[src/rtl/sfr_pkg.sv]
// Shared types and constants for the streaming find-and-replace block.
// Used by sfr_front, sfr_queue, sfr_back and substring_find_replace_unit.
`timescale 1ns / 1ps

package sfr_pkg;

  localparam int JOB_BYTES = 8;
  localparam int JOB_W     = JOB_BYTES * 8;
  localparam int CNT_W     = 4;
  localparam int CFG_IDX_W = 3;
  localparam int CFG_W     = 64;

  typedef enum logic [CFG_IDX_W-1:0] {
    REG_PATTERN   = 3'd0,
    REG_PAT_LEN   = 3'd1,
    REG_REPLACE   = 3'd2,
    REG_REP_LEN   = 3'd3,
    REG_EVERY     = 3'd4
  } sfr_reg_t;

  // one queue entry: up to JOB_BYTES output bytes, oldest in the low byte
  typedef struct packed {
    logic [JOB_W-1:0] data;
    logic [CNT_W-1:0] cnt;
    logic             fin;
  } sfr_job_t;

endpackage

[src/rtl/sfr_front.sv]
// Front end: configuration registers, match window and per-word classification.
// Depends on sfr_pkg; produces one sfr_job_t per accepted word that yields output.
`timescale 1ns / 1ps

module sfr_front import sfr_pkg::*; #(
  parameter int PATTERN_MAX = 8,
  parameter int REPLACE_MAX = 8
) (
  input  logic                 clk,
  input  logic                 rst_n,
  input  logic                 cfg_we,
  input  logic [CFG_IDX_W-1:0] cfg_index,
  input  logic [CFG_W-1:0]     cfg_wdata,
  input  logic                 in_valid,
  input  logic [7:0]           in_byte,
  input  logic                 in_final,
  input  logic                 q_full,
  output logic                 in_ready,
  output logic                 push,
  output sfr_job_t             push_job
);

  localparam int CW = $clog2(PATTERN_MAX + 1);
  localparam int WW = PATTERN_MAX * 8;

  logic [63:0]      pat_r, rep_r;
  logic [CNT_W-1:0] plen_r, rlen_r;
  logic             every_r;

  logic [WW-1:0]    win_r, win_nxt, app_vec;
  logic [CW-1:0]    wc_r, wc_nxt;
  logic             fd_r, fd_nxt;

  logic [CNT_W-1:0] plen, rlen, wc_app, m;
  logic [PATTERN_MAX-1:0] ok;
  logic             match, accept;
  sfr_job_t         job;

  assign in_ready = !q_full;
  assign accept   = in_valid && in_ready;

  always_comb begin
    if (plen_r == '0) plen = CNT_W'(1);
    else if (plen_r > CNT_W'(PATTERN_MAX)) plen = CNT_W'(PATTERN_MAX);
    else plen = plen_r;
    rlen = (rlen_r > CNT_W'(REPLACE_MAX)) ? CNT_W'(REPLACE_MAX) : rlen_r;
  end

  always_comb begin
    for (int i = 0; i < PATTERN_MAX; i++) begin
      app_vec[i*8 +: 8] = (CW'(i) == wc_r) ? in_byte : win_r[i*8 +: 8];
      ok[i] = (CNT_W'(i) >= plen) || (app_vec[i*8 +: 8] == pat_r[i*8 +: 8]);
    end
  end

  always_comb begin
    wc_app = CNT_W'(wc_r) + CNT_W'(1);
    match  = (wc_app == plen) && (every_r || !fd_r) && (&ok);
    if (in_final) m = wc_app;
    else if (wc_app > plen) m = wc_app - plen + CNT_W'(1);
    else if (wc_app == plen) m = match ? '0 : CNT_W'(1);
    else m = '0;

    job.fin = in_final;
    if (match) begin
      job.data = JOB_W'(rep_r);
      job.cnt  = rlen;
    end else begin
      job.data = JOB_W'(app_vec);
      job.cnt  = m;
    end

    win_nxt = app_vec >> {m, 3'b000};
    wc_nxt  = (in_final || match) ? '0 : CW'(wc_app - m);
    fd_nxt  = in_final ? 1'b0 : (match ? 1'b1 : fd_r);
  end

  assign push     = accept && ((job.cnt != '0) || in_final);
  assign push_job = job;

  always_ff @(posedge clk) begin
    if (!rst_n) begin
      pat_r   <= '0;
      plen_r  <= CNT_W'(1);
      rep_r   <= '0;
      rlen_r  <= '0;
      every_r <= 1'b1;
    end else if (cfg_we) begin
      case (cfg_index)
        REG_PATTERN: pat_r   <= cfg_wdata;
        REG_PAT_LEN: plen_r  <= cfg_wdata[CNT_W-1:0];
        REG_REPLACE: rep_r   <= cfg_wdata;
        REG_REP_LEN: rlen_r  <= cfg_wdata[CNT_W-1:0];
        REG_EVERY:   every_r <= cfg_wdata[0];
        default: ;
      endcase
    end
  end

  always_ff @(posedge clk) begin
    if (!rst_n) begin
      wc_r <= '0;
      fd_r <= 1'b0;
    end else if (accept) begin
      wc_r <= wc_nxt;
      fd_r <= fd_nxt;
    end
  end

  always_ff @(posedge clk) begin
    if (accept) win_r <= win_nxt;
  end

endmodule

[src/rtl/sfr_queue.sv]
// Two-entry job queue between front and back end.
// Depends on sfr_pkg for sfr_job_t.
`timescale 1ns / 1ps

module sfr_queue import sfr_pkg::*; (
  input  logic     clk,
  input  logic     rst_n,
  input  logic     push,
  input  sfr_job_t push_job,
  input  logic     pop,
  output logic     full,
  output logic     head_valid,
  output sfr_job_t head_job
);

  sfr_job_t   mem_r [2];
  logic       wp_r, rp_r;
  logic [1:0] cnt_r;

  assign full       = (cnt_r == 2'd2);
  assign head_valid = (cnt_r != 2'd0);
  assign head_job   = mem_r[rp_r];

  always_ff @(posedge clk) begin
    if (push) mem_r[wp_r] <= push_job;
  end

  always_ff @(posedge clk) begin
    if (!rst_n) begin
      wp_r  <= 1'b0;
      rp_r  <= 1'b0;
      cnt_r <= 2'd0;
    end else begin
      if (push) wp_r <= ~wp_r;
      if (pop)  rp_r <= ~rp_r;
      case ({push, pop})
        2'b10:   cnt_r <= cnt_r + 2'd1;
        2'b01:   cnt_r <= cnt_r - 2'd1;
        default: ;
      endcase
    end
  end

endmodule

[src/rtl/sfr_back.sv]
// Back end: walks the head job byte by byte into the registered output word.
// Depends on sfr_pkg for sfr_job_t and widths.
`timescale 1ns / 1ps

module sfr_back import sfr_pkg::*; (
  input  logic       clk,
  input  logic       rst_n,
  input  logic       head_valid,
  input  sfr_job_t   head_job,
  output logic       pop,
  output logic       out_tvalid,
  input  logic       out_tready,
  output logic [7:0] out_byte,
  output logic       out_present,
  output logic       out_end
);

  localparam int IW = $clog2(JOB_BYTES);

  logic [IW-1:0] idx_r;
  logic          vld_r, present_r, end_r;
  logic [7:0]    byte_r;
  logic          issue, last;

  assign issue = head_valid && (!vld_r || out_tready);
  assign last  = (head_job.cnt == '0) || (CNT_W'(idx_r) + CNT_W'(1) == head_job.cnt);
  assign pop   = issue && last;

  always_ff @(posedge clk) begin
    if (!rst_n) begin
      vld_r <= 1'b0;
      idx_r <= '0;
    end else begin
      if (issue) vld_r <= 1'b1;
      else if (out_tready) vld_r <= 1'b0;
      if (pop) idx_r <= '0;
      else if (issue) idx_r <= idx_r + IW'(1);
    end
  end

  always_ff @(posedge clk) begin
    if (issue) begin
      present_r <= (head_job.cnt != '0);
      byte_r    <= (head_job.cnt != '0) ? head_job.data[{idx_r, 3'b000} +: 8] : 8'h00;
      end_r     <= head_job.fin && last;
    end
  end

  assign out_tvalid  = vld_r;
  assign out_byte    = byte_r;
  assign out_present = present_r;
  assign out_end     = end_r;

endmodule

[src/rtl/substring_find_replace_unit.sv]
// Top level of the streaming find-and-replace block.
// Depends on sfr_pkg, sfr_front, sfr_queue and sfr_back.
//
// Usage: text enters one byte per word on the in_ channel, in_tlast on the
// last byte of a text. Rewritten text leaves on the out_ channel, one byte
// per word; out_tuser is 0 only on the empty end marker sent when a text
// ends in a match with no replacement; out_tlast flags a text's last word.
// Registers are written through cfg_we/cfg_index/cfg_wdata while idle.
// An accepted input word enters the job queue, then the output register.
// Throughput: one input word per cycle while each word yields at most one
// output word; a word yielding n words (replacement burst or end flush, up
// to 8) holds the output sequencer until all n are sent, and the two-entry
// job queue then fills and drops in_tready.
// Back-pressure on out_tready stalls the sequencer; the front keeps taking
// words until the queue is full.
// Reset (synchronous, rst_n low) empties the window and queue and restores
// register defaults: pattern length 1, empty replacement, replace every.
`timescale 1ns / 1ps

module substring_find_replace_unit import sfr_pkg::*; #(
  parameter int PATTERN_MAX = 8,
  parameter int REPLACE_MAX = 8
) (
  input  logic                 clk,
  input  logic                 rst_n,
  input  logic                 cfg_we,
  input  logic [CFG_IDX_W-1:0] cfg_index,
  input  logic [CFG_W-1:0]     cfg_wdata,
  input  logic                 in_tvalid,
  output logic                 in_tready,
  input  logic [7:0]           in_tdata,   // [7:0] text_byte
  input  logic                 in_tlast,   // final_byte
  output logic                 out_tvalid,
  input  logic                 out_tready,
  output logic [7:0]           out_tdata,  // [7:0] out_byte
  output logic                 out_tuser,  // byte_present
  output logic                 out_tlast   // end_of_text
);

  logic     push, pop, q_full, head_valid;
  sfr_job_t push_job, head_job;

  sfr_front #(
    .PATTERN_MAX(PATTERN_MAX),
    .REPLACE_MAX(REPLACE_MAX)
  ) u_front (
    .clk       (clk),
    .rst_n     (rst_n),
    .cfg_we    (cfg_we),
    .cfg_index (cfg_index),
    .cfg_wdata (cfg_wdata),
    .in_valid  (in_tvalid),
    .in_byte   (in_tdata),
    .in_final  (in_tlast),
    .q_full    (q_full),
    .in_ready  (in_tready),
    .push      (push),
    .push_job  (push_job)
  );

  sfr_queue u_queue (
    .clk        (clk),
    .rst_n      (rst_n),
    .push       (push),
    .push_job   (push_job),
    .pop        (pop),
    .full       (q_full),
    .head_valid (head_valid),
    .head_job   (head_job)
  );

  sfr_back u_back (
    .clk         (clk),
    .rst_n       (rst_n),
    .head_valid  (head_valid),
    .head_job    (head_job),
    .pop         (pop),
    .out_tvalid  (out_tvalid),
    .out_tready  (out_tready),
    .out_byte    (out_tdata),
    .out_present (out_tuser),
    .out_end     (out_tlast)
  );

endmodule
[config.mk]
export PLATFORM = sky130hd
export DESIGN_NAME = substring_find_replace_unit
export DESIGN_NICKNAME = d
export VERILOG_FILES = /design/src/rtl/sfr_pkg.sv /design/src/rtl/sfr_front.sv /design/src/rtl/sfr_queue.sv /design/src/rtl/sfr_back.sv /design/src/rtl/substring_find_replace_unit.sv
export SDC_FILE = /design/constraint.sdc
export NUM_CORES = 1
export LEC_CHECK = 0
export ABC_AREA = 1
export BUFFER_PORTS_ARGS = -buffer_cell sky130_fd_sc_hd__buf_2
export CORE_UTILIZATION = 56
export CTS_CLUSTER_DIAMETER = 80
export DETAILED_ROUTE_END_ITERATION = 8
export PLACE_DENSITY = 0.77
export SKIP_CTS_REPAIR_TIMING = 1
export SYNTH_ARGS = -nofsm -noshare
export SYNTH_HDL_FRONTEND = slang
export SYNTH_SLANG_ARGS = --single-unit
[constraint.sdc]
create_clock -name clk -period 5.65 [get_ports clk]
set_input_delay 0 -clock clk [delete_from_list [all_inputs] [get_ports clk]]
set_output_delay 0 -clock clk [all_outputs]
set_load 0.05 [all_outputs]
Word-level counts from Yosys, hierarchy flattened
Memory sizes are Yosys's and may differ from the RTL's. A register that Yosys moved wholly into a read port is not among the register bits.
Cells that the tools add are included.
- register bits after elaboration: 224
- RAM bits: 138
- bits of input ports: 81
- output and inout bits: 12
- logic and storage cells: 132
- memories kept: 1
- add/subtract/negate cells: 8
- $lt $le $gt $ge: 11
- eq/ne operators: 24
- shift-type cells: 2
- mux-type cells: 26
- bitwise gates (word level): 3
- reductions and logical operators: 41
- memory list (name ; depth ; width ; rd ports ; clocked after Yosys merged registers in ; wr ports ; RTL line ; text):
    u_queue.mem_r ; 2 ; 69 ; 1 ; 1 ; 1 ; sfr_queue.sv:16 ; sfr_job_t mem_r [2];
- operators with widths (kind ; number):
    $mux W68 ; 1
    $eq A8 B8 Y1 ; 8
    $mux W8 ; 8
    $shiftx A64 B7 Y8 ; 1
    $shr A64 B7 Y64 ; 1
    $mux W4 ; 7
    $eq A3 B4 Y1 const A ; 4
    $ge A3 B4 Y1 const A ; 4
    $logic_or A1 B1 Y1 ; 13
    $logic_not A4 Y1 ; 3
    $reduce_and A2 Y1 ; 6
    $mux W1 ; 9
    $add A4 B1 Y4 const B ; 2
    $eq A2 B4 Y1 const A ; 2
    $eq A4 B4 Y1 ; 2
    $ge A1 B4 Y1 const A ; 2
    $ge A2 B4 Y1 const A ; 2
    $gt A4 B4 Y1 const B ; 2
    $reduce_and A8 Y1 ; 1
    $reduce_bool A2 Y1 ; 4
    $reduce_bool A4 Y1 ; 2
    $sub A4 B4 Y4 ; 2
    $logic_and A1 B1 Y1 ; 7
    $eq A3 B2 Y1 const B ; 2
    15 further kinds ; 20

Longest topological paths before layout
Gate-level depths: netlist of run 1.
- depth after elaboration: 17
- depth in mapped cells: 29
- mapped depth without buffers: 27

Cells and area by module
A second synthesis of run 1 with hierarchy kept.
- cell total of the unflattened synthesis: 2380
- area total of the unflattened synthesis: 19297.3 sq um
- modules (own cells, without submodules) (module ; instances ; cells each ; area an instance (sq um) ; seq. area each (sq um)):
    sfr_front ; 1 ; 1949 ; 12826.1 ; 4764.6
    sfr_queue ; 1 ; 250 ; 5247.5 ; 4244.1
    sfr_back ; 1 ; 181 ; 1223.7 ; 380.4

Worst setup path before layout of run 1
Ideal clock, no wire load.
- kind: register to register
- from: reg u_front.wc_r[0]
- to: mem u_queue.mem_r[0][0] (netlist bit) (enable)
- setup time: 0.497 ns
- arrival: 5.765 ns
- required time: 5.153 ns
- slack: -0.612 ns
- cell stages (with the launch flop): 20
- buffers on the path: 3
- period minus slack after synthesis: 6.262 ns
- cells stage by stage: dfxtp_1 > ha_1 > clkbuf_1 > buf_2 > xor2_1 > ha_1 > inv_1 > fa_1 > nand2_1 > nand2_1 > inv_1 > nand3_1 > o21ai_0 > clkbuf_1 > nand2_1 > nand2_1 > nor2_1 > nand4_1 > nand2_1 > nor2_1
- RTL lines (item ; RTL line ; text):
    start: declaration ; sfr_front.sv:31 ; logic [CW-1:0] wc_r, wc_nxt;
    start signal: assignment ; sfr_front.sv:105 ; wc_r <= wc_nxt;
    end: declaration ; sfr_queue.sv:16 ;

Final worst setup path of run 1
- from: reg u_front.wc_r[2]
- to: mem u_queue.mem_r[1][64] (netlist bit) (enable)
- word-level cells in the longest chain between the ends: 16
- elaborated cells on any way between the ends: 50
- classes of those cells: add/sub (3); order compare (1); eq/ne (16); mux (15); reduce/logical (15)
- ends and longest elaborated chain (item ; RTL line ; text):
    branches (longest 10 deep; another with $add A4 B1 Y4) ; -- ;
    $mux W68 * ; sfr_front.sv:65 ; if (match) begin
    $reduce_bool A4 Y1 * ; sfr_front.sv:78 ; assign push = accept && ((job.cnt != '0) || in_final);
    $logic_or A1 B1 Y1 * ; sfr_front.sv:78 ;
    $logic_and A1 B1 Y1 * ; sfr_front.sv:78 ;
    $mux W1 * ; sfr_queue.sv:25 ; if (push) mem_r[wp_r] <= push_job;
    $mux W1 (not written as such) * ; sfr_queue.sv:25 ;
Mark *: on every way between the ends.

==> results.md, run 1 <==
- DIE AREA: 33900 sq um
- H-tree levels: 2
- Vias after detailed routing: 17500
- Crit-path cells: nand3_1 -> xor2_1 -> inv_1 -> ha_1 -> nand2_1 -> inv_1 -> nand3_1 -> nor2_1 -> nand2_1 -> nor2_1 -> nand3_1 -> nor2_1 -> nand2_1 -> nor2_1 -> nand2_2 -> nand2_1 -> nand2_1 -> nand2_1 -> nor2_1 -> nand4_1 -> nand3_1 -> inv_2 -> buf_12
- Clk root buf: clkbuf_16
- Filler cells: 2739
- Antenna cells: 0
- Peak supply drop: 270 uV
- Die height: 184 microns
- Initial antenna violation count: 2
- Max Root-Sink Buffers: 3
- Post-DP Area: 19300 sq um
- CTS tree: built
- Worst Path Required: 5.87 ns
- Floorplan row count: 66
- Non-Filler Instances: 2949
- Predominant post-synthesis flop cell: edfxtp_1
- Crit path DAT: 4.77 ns
- Most frequent cells in the layout: 670 x nand2_1, 316 x nor2_1, 251 x o21ai_0
- Share of cells above drive strength 1: 8.50%
- Wire length per cell: 21.0 microns
- F_max: 220 MHz
- Min-Delay Path Class: in -> reg
- Critical path peak fanout: 38
- Post-Syn Nets: 2478
- Chip width: 184 microns
- Final Hold Vio Count: 8
- Post-route clock period utilization: 80.4%
- Design area: 21300 sq um
- Max incr delay on CP: 0.84 ns
- Worst setup SP type: register
- Commonest non-fill, non-tap cell in the layout: nand2_1
- Total Routing Usage GR: 35.9%
- Kind of critical path: reg -> reg
- Grt ovf: 0
- Drt drc: 0
- Setup Viol. Count Final: 0
- Cells after Synth: 2378
- TritonRoute pass-1 iters: 6
- Fin nets: 2577
- Slew @ Worst Pin: 1.28 ns
- Post-synth EDFFs: 212
- Highest Signal Layer: met4
- Syn avg cell area: 7.81 sq um
- Tmin final: 4.54 ns
- Met2 Wirelength: 27600 microns
- Initial core utilization: 57.0%
- Crit-path slowest cell: dfxtp_1
- Violated checks: hold timing
- Critical path endpoint category: register
- Slew margin rel.: 13.9%
- Vias per std cell: 5.92
- Met3 WL: 6340 microns
- Leak pwr: 0.00899 uW
- WHS: -0.0187 ns
- Ys Warns: 0
- DR iter-0 viols: 2230
- Final WL: 62000 microns
- Core area: 32600 sq um
- TritonCTS Buffers: 39
- Wire length of the first global-routing pass: 90400 microns
- Cell total after placement: 2806
- Unique cell type count in the Yosys netlist: 39
- Seq/Total Area, Yosys: 50.5%
- Clock-pin slew on the worst setup and hold paths: 0.05 ns
- Worst Clk Skew: 0.0215 ns
- Area Overhead vs Synth: 14.9%
- GPL Wtd Cong: 1.02
- Status: finished, violations left
- Post-synthesis register bit count: 363
- Io pins: 93
- Met1 wire length: 24900 microns
- Cell area after synthesis: 18600 sq um
- Max Cap Viol: 0
- Vias in the first global route: 15400
- Routed Antenna Nets: 0
- Final HPWL DP: 43500 microns
- Largest net degree at the start of global routing: 83
- Port bufs: 92
- Fin Setup TNS: 0 ns
- Clk sinks: 363
- Unrepaired setup endpoints after global routing: no
- Async SR Flop Fraction: 0%
- CP dominant cell by count: nand2_1
- Slew Limit Fails: 0
- Power Dens Cells: 453 nW/um^2
- Worst-Skew Late Latency: 0.54 ns
## layout make-up
type | count | area (sq um) | share of cell area (%)
clock inverters | 18 | 239 | 1.12
well taps | 442 | 553 | 2.59
multi-input cells | 1700 | 7940 | 37.2
clock buffers | 53 | 1080 | 5.05
repair buffers | 198 | 1490 | 6.97
flip-flops and latches | 363 | 9390 | 44.0
inverters | 175 | 657 | 3.08
## worst max-delay path: cells and delay by family (launching register included)
kind / cells / cell delay (ns)
flip-flops: 1 / 0.84
adder cells (fa/ha/maj): 1 / 0.29
AND/OR/NAND/NOR: 17 / 1.83
buffers and inverters: 4 / 0.90
XOR/XNOR: 1 / 0.34
## registers in the layout, indices dropped and copies added (netlist names), named ones only
signal / flops
u_back.out_byte: 8
u_back.out_end: 1
u_front.every_r: 1
u_back.out_tvalid: 1
u_front.win_r: 64
u_front.pat_r: 64
u_queue.mem_r: 138
u_queue.cnt_r: 2
u_queue.rp_r: 1
u_front.plen_r: 4
u_front.fd_r: 1
u_front.rlen_r: 4
u_queue.wp_r: 1
u_back.idx_r: 3
u_back.out_present: 1
u_front.rep_r: 64
u_front.wc_r: 4
## power breakdown
part	total [uW]	switching (uW)	internal (uW)
clock	2630	1060	1570
combinational	3340	2400	940
sequential	3710	225	3490
total	9680	3680	6000
## cell families after synthesis
kind of cell | synth area share, %
XOR/XNOR | 0.471
AND/OR/NAND/NOR | 26.2
AO/OA/AOI/OAI | 13.6
adder cells (fa/ha/maj) | 1.40
flip-flops | 50.5
multiplexers | 0.862
buffers and inverters | 6.89
## worst paths after layout
kind	start	endpoint	slack, ns	depth (start not counted)
min reg2reg	u_queue.rp_r$_SDFFE_PN0P_	register	0.45	1
max	u_front.wc_r[2]$_SDFFE_PN0P_	u_queue.mem_r[1][64]$_DFFE_PP_	1.11	23
min	cfg_index[2]	u_front.rlen_r[2]$_SDFFE_PN0P_	-0.02	4
max reg2reg	u_front.wc_r[2]$_SDFFE_PN0P_	u_queue.mem_r[1][64]$_DFFE_PP_	1.11	23
## Yosys cell counts (2+ instances only)
| cell | n | area [sq um] |
|---|---|---|
| nor2_4 | 2 | 22.5 |
| buf_1 | 5 | 18.8 |
| nor2_1 | 318 | 1190 |
| nand2_1 | 671 | 2520 |
| nand3b_1 | 31 | 233 |
| nand2_2 | 3 | 18.8 |
| a31oi_1 | 9 | 56.3 |
| dfxtp_1 | 151 | 3020 |
| and2_1 | 8 | 50.1 |
| inv_1 | 166 | 623 |
| mux2i_1 | 16 | 160 |
| or2_2 | 3 | 18.8 |
| nor3_1 | 18 | 90.1 |
| nand3_2 | 3 | 30.0 |
| xnor2_1 | 4 | 35.0 |
| buf_6 | 6 | 67.6 |
| xor2_1 | 6 | 52.6 |
| clkinv_1 | 4 | 15.0 |
| buf_2 | 27 | 135 |
| a21oi_1 | 87 | 435 |
| nand3_1 | 125 | 626 |
| clkbuf_1 | 97 | 364 |
| o221ai_1 | 8 | 70.1 |
| o211ai_1 | 35 | 263 |
| o21ai_1 | 33 | 165 |
| fa_1 | 3 | 60.1 |
| o21ai_0 | 252 | 1260 |
| o22ai_1 | 24 | 150 |
| inv_2 | 5 | 18.8 |
| nand4_1 | 9 | 56.3 |
| o211ai_2 | 4 | 50.1 |
| a211oi_1 | 8 | 60.1 |
| ha_1 | 16 | 200 |
| buf_4 | 5 | 37.5 |
| edfxtp_1 | 212 | 6370 |
## layer usage
layer	vias up	GRT usage, %
met2	1013	55.7
met1	8136	50.3
li1	8127	-
met4	0	16.0
met3	177	4.60
met5	-	0
## stage by stage
stage	util (%)	setup slack, ns	total power (uW)
after floorplan	-	0.544	5860
after global placement	59.2	1.26	6900
after detailed placement	59.2	1.17	6950
after CTS	63.2	1.18	9560
after global routing	65.4	0.720	10100
final	65.4	1.11	9680
(Power assumes the default switching activity.)
==> inputs of run 2 (changes only) <==
Settings changed: ABC_AREA 1 to 0.
Clock period 5.65 ns to 3.8 ns, I/O delays scaled along.
==> run 2 against run 1 <==
  * Highest routed layer unchanged
  * Worst hold slack improved by 0.028 ns
  * Sequential share of layout area shrank 4.1 points
  * Critical endpoint is now u_queue.cnt_r[1]$_SDFFE_PN0P_
  * Die area shrank 2.1%
  * Critical path type unchanged
  * Global-route usage is 0.35 points higher
  * Clock power is 60% higher
  * The run ends with setup timing left
  * Combinational power grew 27%
  * Final cell count down 13%
  * Count of clock-buffer cells in the layout increased by 4
  * Flip-flop and latch count stayed put
  * Clock skew decreased by 0.0028 ns
  * Power is 43% higher
  * Setup slack worse by 1.3 ns
==> results.md, run 2 <==
- Drt drc: 0 (unchanged)
- Routed Antenna Nets: 0 (unchanged)
- Met3 WL: 7150 microns (+13%)
- Io pins: 93 (unchanged)
- Clock-pin slew on the worst setup and hold paths: 0.07 ns (+0.02 ns)
- Final Hold Vio Count: 0 (-8)
- Synth Area in Compound Gates: 16.7% (+3.0 points)
- Critical path peak fanout: 5 (-87%)
- Area Overhead vs Synth: 29.5%
- Setup Viol. Count Final: 209 (+209)
- Largest family of logic cells by synthesized area: compound AO/OA/AOI/OAI gates
- Final WL: 65100 microns (+5.1%)
- Grt ovf: 0 (unchanged)
- Max Cap Viol: 0 (unchanged)
- Worst setup SP type: register
- DR iter-0 viols: 2422 (+8.6%)
- Portion of netlist area occupied by mux cells: 8.86% (+8.0 points)
- Initial core utilization: 57.3% (+0.37 points)
- Min-Delay Path Depth: 5 (+1)
- Worst Clk Skew: 0.0187 ns (-0.00283 ns)
- Synth area leaders: edfxtp_1 35%, dfxtp_1 17%, nand2_1 6.8%
- CTS tree: built
- H-tree levels: 2 (unchanged)
- Wire length of the first global-routing pass: 89800 microns (-0.63%)
- Max Root-Sink Buffers: 3 (unchanged)
- Critical path endpoint category: register
- Clk root buf: clkbuf_16
- Kind of critical path: reg -> reg
- Unique cell type count in the Yosys netlist: 70 (+79%)
- Post-synth top area cell: edfxtp_1
- Slew @ Worst Pin: 1.22 ns (-0.0635 ns)
- Largest net degree at the start of global routing: 65 (-22%)
- F_max: 251 MHz (+14%)
- Commonest non-fill, non-tap cell in the layout: nand2_1
- Fin nets: 2243 (-13%)
- Ys Warns: 0 (unchanged)
- Clk sinks: 363 (unchanged)
- Most frequent cells in the layout: 326 x nand2_1, 212 x edfxtp_1, 170 x buf_4
- Seq pwr share: 38.8% (+0.5 points)
- Port bufs: 92 (unchanged)
- Violated checks: setup timing
- Share of cells above drive strength 1: 24.0% (+16 points)
- Async SR Flop Fraction: 0% (unchanged)
- WHS: 0.00951 ns (+0.0282 ns)
- Post-synth EDFFs: 212 (unchanged)
- Cell area after synthesis: 18200 sq um (-2.1%)
- Initial antenna violation count: 0 (-2)
- Post-synthesis register bit count: 363 (unchanged)
- Highest Signal Layer: met4
- Tmin final: 3.99 ns (-0.555 ns)
- R2R Setup Slk: -0.19 ns (-1.29 ns)
- Predominant post-synthesis flop cell: edfxtp_1
- Final HPWL DP: 44500 microns (+2.3%)
- TritonCTS Buffers: 40 (+2.6%)
- Min-Delay Path Class: in -> reg
- Slew margin rel.: 18.5% (+4.6 points)
- Post-Syn Nets: 1943 (-22%)
- Synth Area in Simple Gates: 14.9% (-11 points)
- Syn avg cell area: 9.87 sq um (+26%)
- Cells after Synth: 1843 (-22%)
- Floorplan row count: 65 (-1.5%)
- GPL Wtd Cong: 1.03 (+1.0%)
- Combinational Power Share: 30.7% (-3.8 points)
- Core area: 31700 sq um (-2.8%)
- Leak pwr: 0.00881 uW (-2.0%)
- TritonRoute pass-1 iters: 6 (unchanged)
- Reg with most FFs: u_queue.mem_r
- Worst-Skew Late Latency: 0.55 ns (about the same)
- Met1 wire length: 24900 microns (-0.16%)
- Final worst setup slack: -0.188 ns (-1.29 ns)
- Seq/Total Area, Yosys: 51.6% (+1.1 points)
- P_sw: 4520 uW (+23%)
- Crit path DAT: 4.46 ns (-0.31 ns)
- Xor/xnor cell area share of the yosys netlist: 2.60% (+2.1 points)
- Vias after detailed routing: 16400 (-5.9%)
- Status: finished, violations left
- Wire length per cell: 25.3 microns (+20%)
- Vias in the first global route: 14900 (-3.0%)
- Met2 Wirelength: 30200 microns (+9.4%)
- Max reg flops: 138 (unchanged)
- R2R depth: 18 (-22%)
- Unrepaired setup endpoints after global routing: yes
- Peak supply drop: 375 uV (+39%)
- Share of the synthesized area in the top cell type: 35.0% (+0.75 points)
- Clock power frac: 30.6% (+3.4 points)
- Worst Path Required: 4.27 ns (-1.60 ns)
- Die height: 182 microns (-1.1%)
- Power Dens Cells: 587 nW/um^2 (+29%)
- Final Util: 74.2% (+8.8 points)
- Most frequent cells after synthesis: 329 x nand2_1, 212 x edfxtp_1, 176 x nor2_1
- Vias per std cell: 6.37 (+7.6%)
- Total Routing Usage GR: 36.2% (+0.35 points)
- Chip width: 182 microns (-1.1%)
- Adder-Cell Fraction of Synth Area: 1.43% (+0.031 points)
- DIE AREA: 33200 sq um (-2.1%)
- Pint: 9280 uW (+55%)
- Most common cell in the synthesized netlist: nand2_1
- Post-route clock period utilization: 105% (+25 points)
- Slew Limit Fails: 0 (unchanged)
- Sw Share: 32.8% (-5.3 points)
- Fin Setup TNS: -18.04 ns (-18.04 ns)
==> run 2: cell count changes in the layout (fill, tap and decap cells not counted), sizes merged, moves of 112 or more <==
cell    change
nand2     -344
o21ai     -225
a21boi    +130
buf       +171
inv       -112
nor2      -141
==> run 2: worst max-delay path: stages, from the launching register on <==
cell      delay (ns)
dfxtp_4         0.36
buf_8           0.13
inv_6           0.04
ha_4            0.15
nand3b_1        0.10
buf_6           0.18
mux2i_4         0.26
xor2_1          0.19
o221ai_1        0.16
or4_4           0.64
o41ai_4         0.31
buf_4           0.20
nand3_4         0.11
o21ai_4         0.17
buf_6           0.14
ha_4            0.14
xnor2_2         0.07
or3_1           0.40
a21boi_1        0.16
==> run 2: routing by layer <==
layer  vias up  global-route usage [%]
met5         -                       0
met4         0                    12.5
met3       215                    5.77
met2      1099                    58.6
met1      7899                    49.6
li1       7208                       -
==> run 2: layout make-up <==
cell class | count | area (sq um)
inverters | 57 | 226
repair buffers | 378 | 3290
diodes | 1 | 2.50
clock buffers | 57 | 1220
flip-flops and latches | 363 | 9400
clock inverters | 17 | 224
multi-input cells | 1303 | 8680
well taps | 402 | 503
fillers | 2197 | 8180
==> run 2: worst paths after layout <==
path,startpoint,endpoint
worst min-delay path,cfg_index[0],u_front.plen_r[0]$_SDFFE_PN1P_
worst max register to register,u_front.wc_r[0]$_SDFFE_PN0P_,u_queue.cnt_r[1]$_SDFFE_PN0P_
worst max-delay path,u_front.wc_r[0]$_SDFFE_PN0P_,u_queue.cnt_r[1]$_SDFFE_PN0P_
worst min register to register,u_front.rep_r[4]$_SDFFE_PN0P_,u_front.rep_r[4]$_SDFFE_PN0P_
==> run 2: metrics by stage <==
| step | power (uW) | area [sq um] | cells | worst slack, ns |
|---|---|---|---|---|
| 2_1_floorplan | 7460 | 18400 | 1843 | -0.114 |
| 3_3_place_gp | 8990 | 20400 | 2400 | -0.150 |
| 3_5_place_dp | 9080 | 20400 | 2400 | -0.246 |
| 4_1_cts | 13300 | 21900 | 2474 | -0.303 |
| 5_1_grt | 14200 | 23500 | 2577 | -0.303 |
| 6_report | 13800 | 23500 | 2578 | -0.188 |
==> run 2: kinds of logic (layout without fill, tap and decap cells) <==
| group | Yosys count | after routing |
|---|---|---|
| DFF | 363 | 363 |
| buffers and inverters | 180 | 509 |
| other | 0 | 1 |
| adders and majority gates | 19 | 19 |
| AOI/OAI and AO/OA | 455 | 455 |
| muxes | 136 | 136 |
| and+or+nand+nor | 636 | 639 |
| xor gates and xnor gates | 54 | 54 |
==> run 2: power by group through the flow <==
| stage | Sequential [uW] | Combinational (uW) | Clock (uW) |
|---|---|---|---|
| 2_1_floorplan | 5490 | 1970 | 0 |
| 6_report | 5350 | 4230 | 4220 |
| 5_1_grt | 5390 | 4410 | 4380 |
| 3_5_place_dp | 5390 | 3690 | 0 |
| 3_3_place_gp | 5360 | 3630 | 0 |
| 4_1_cts | 5310 | 3720 | 4220 |
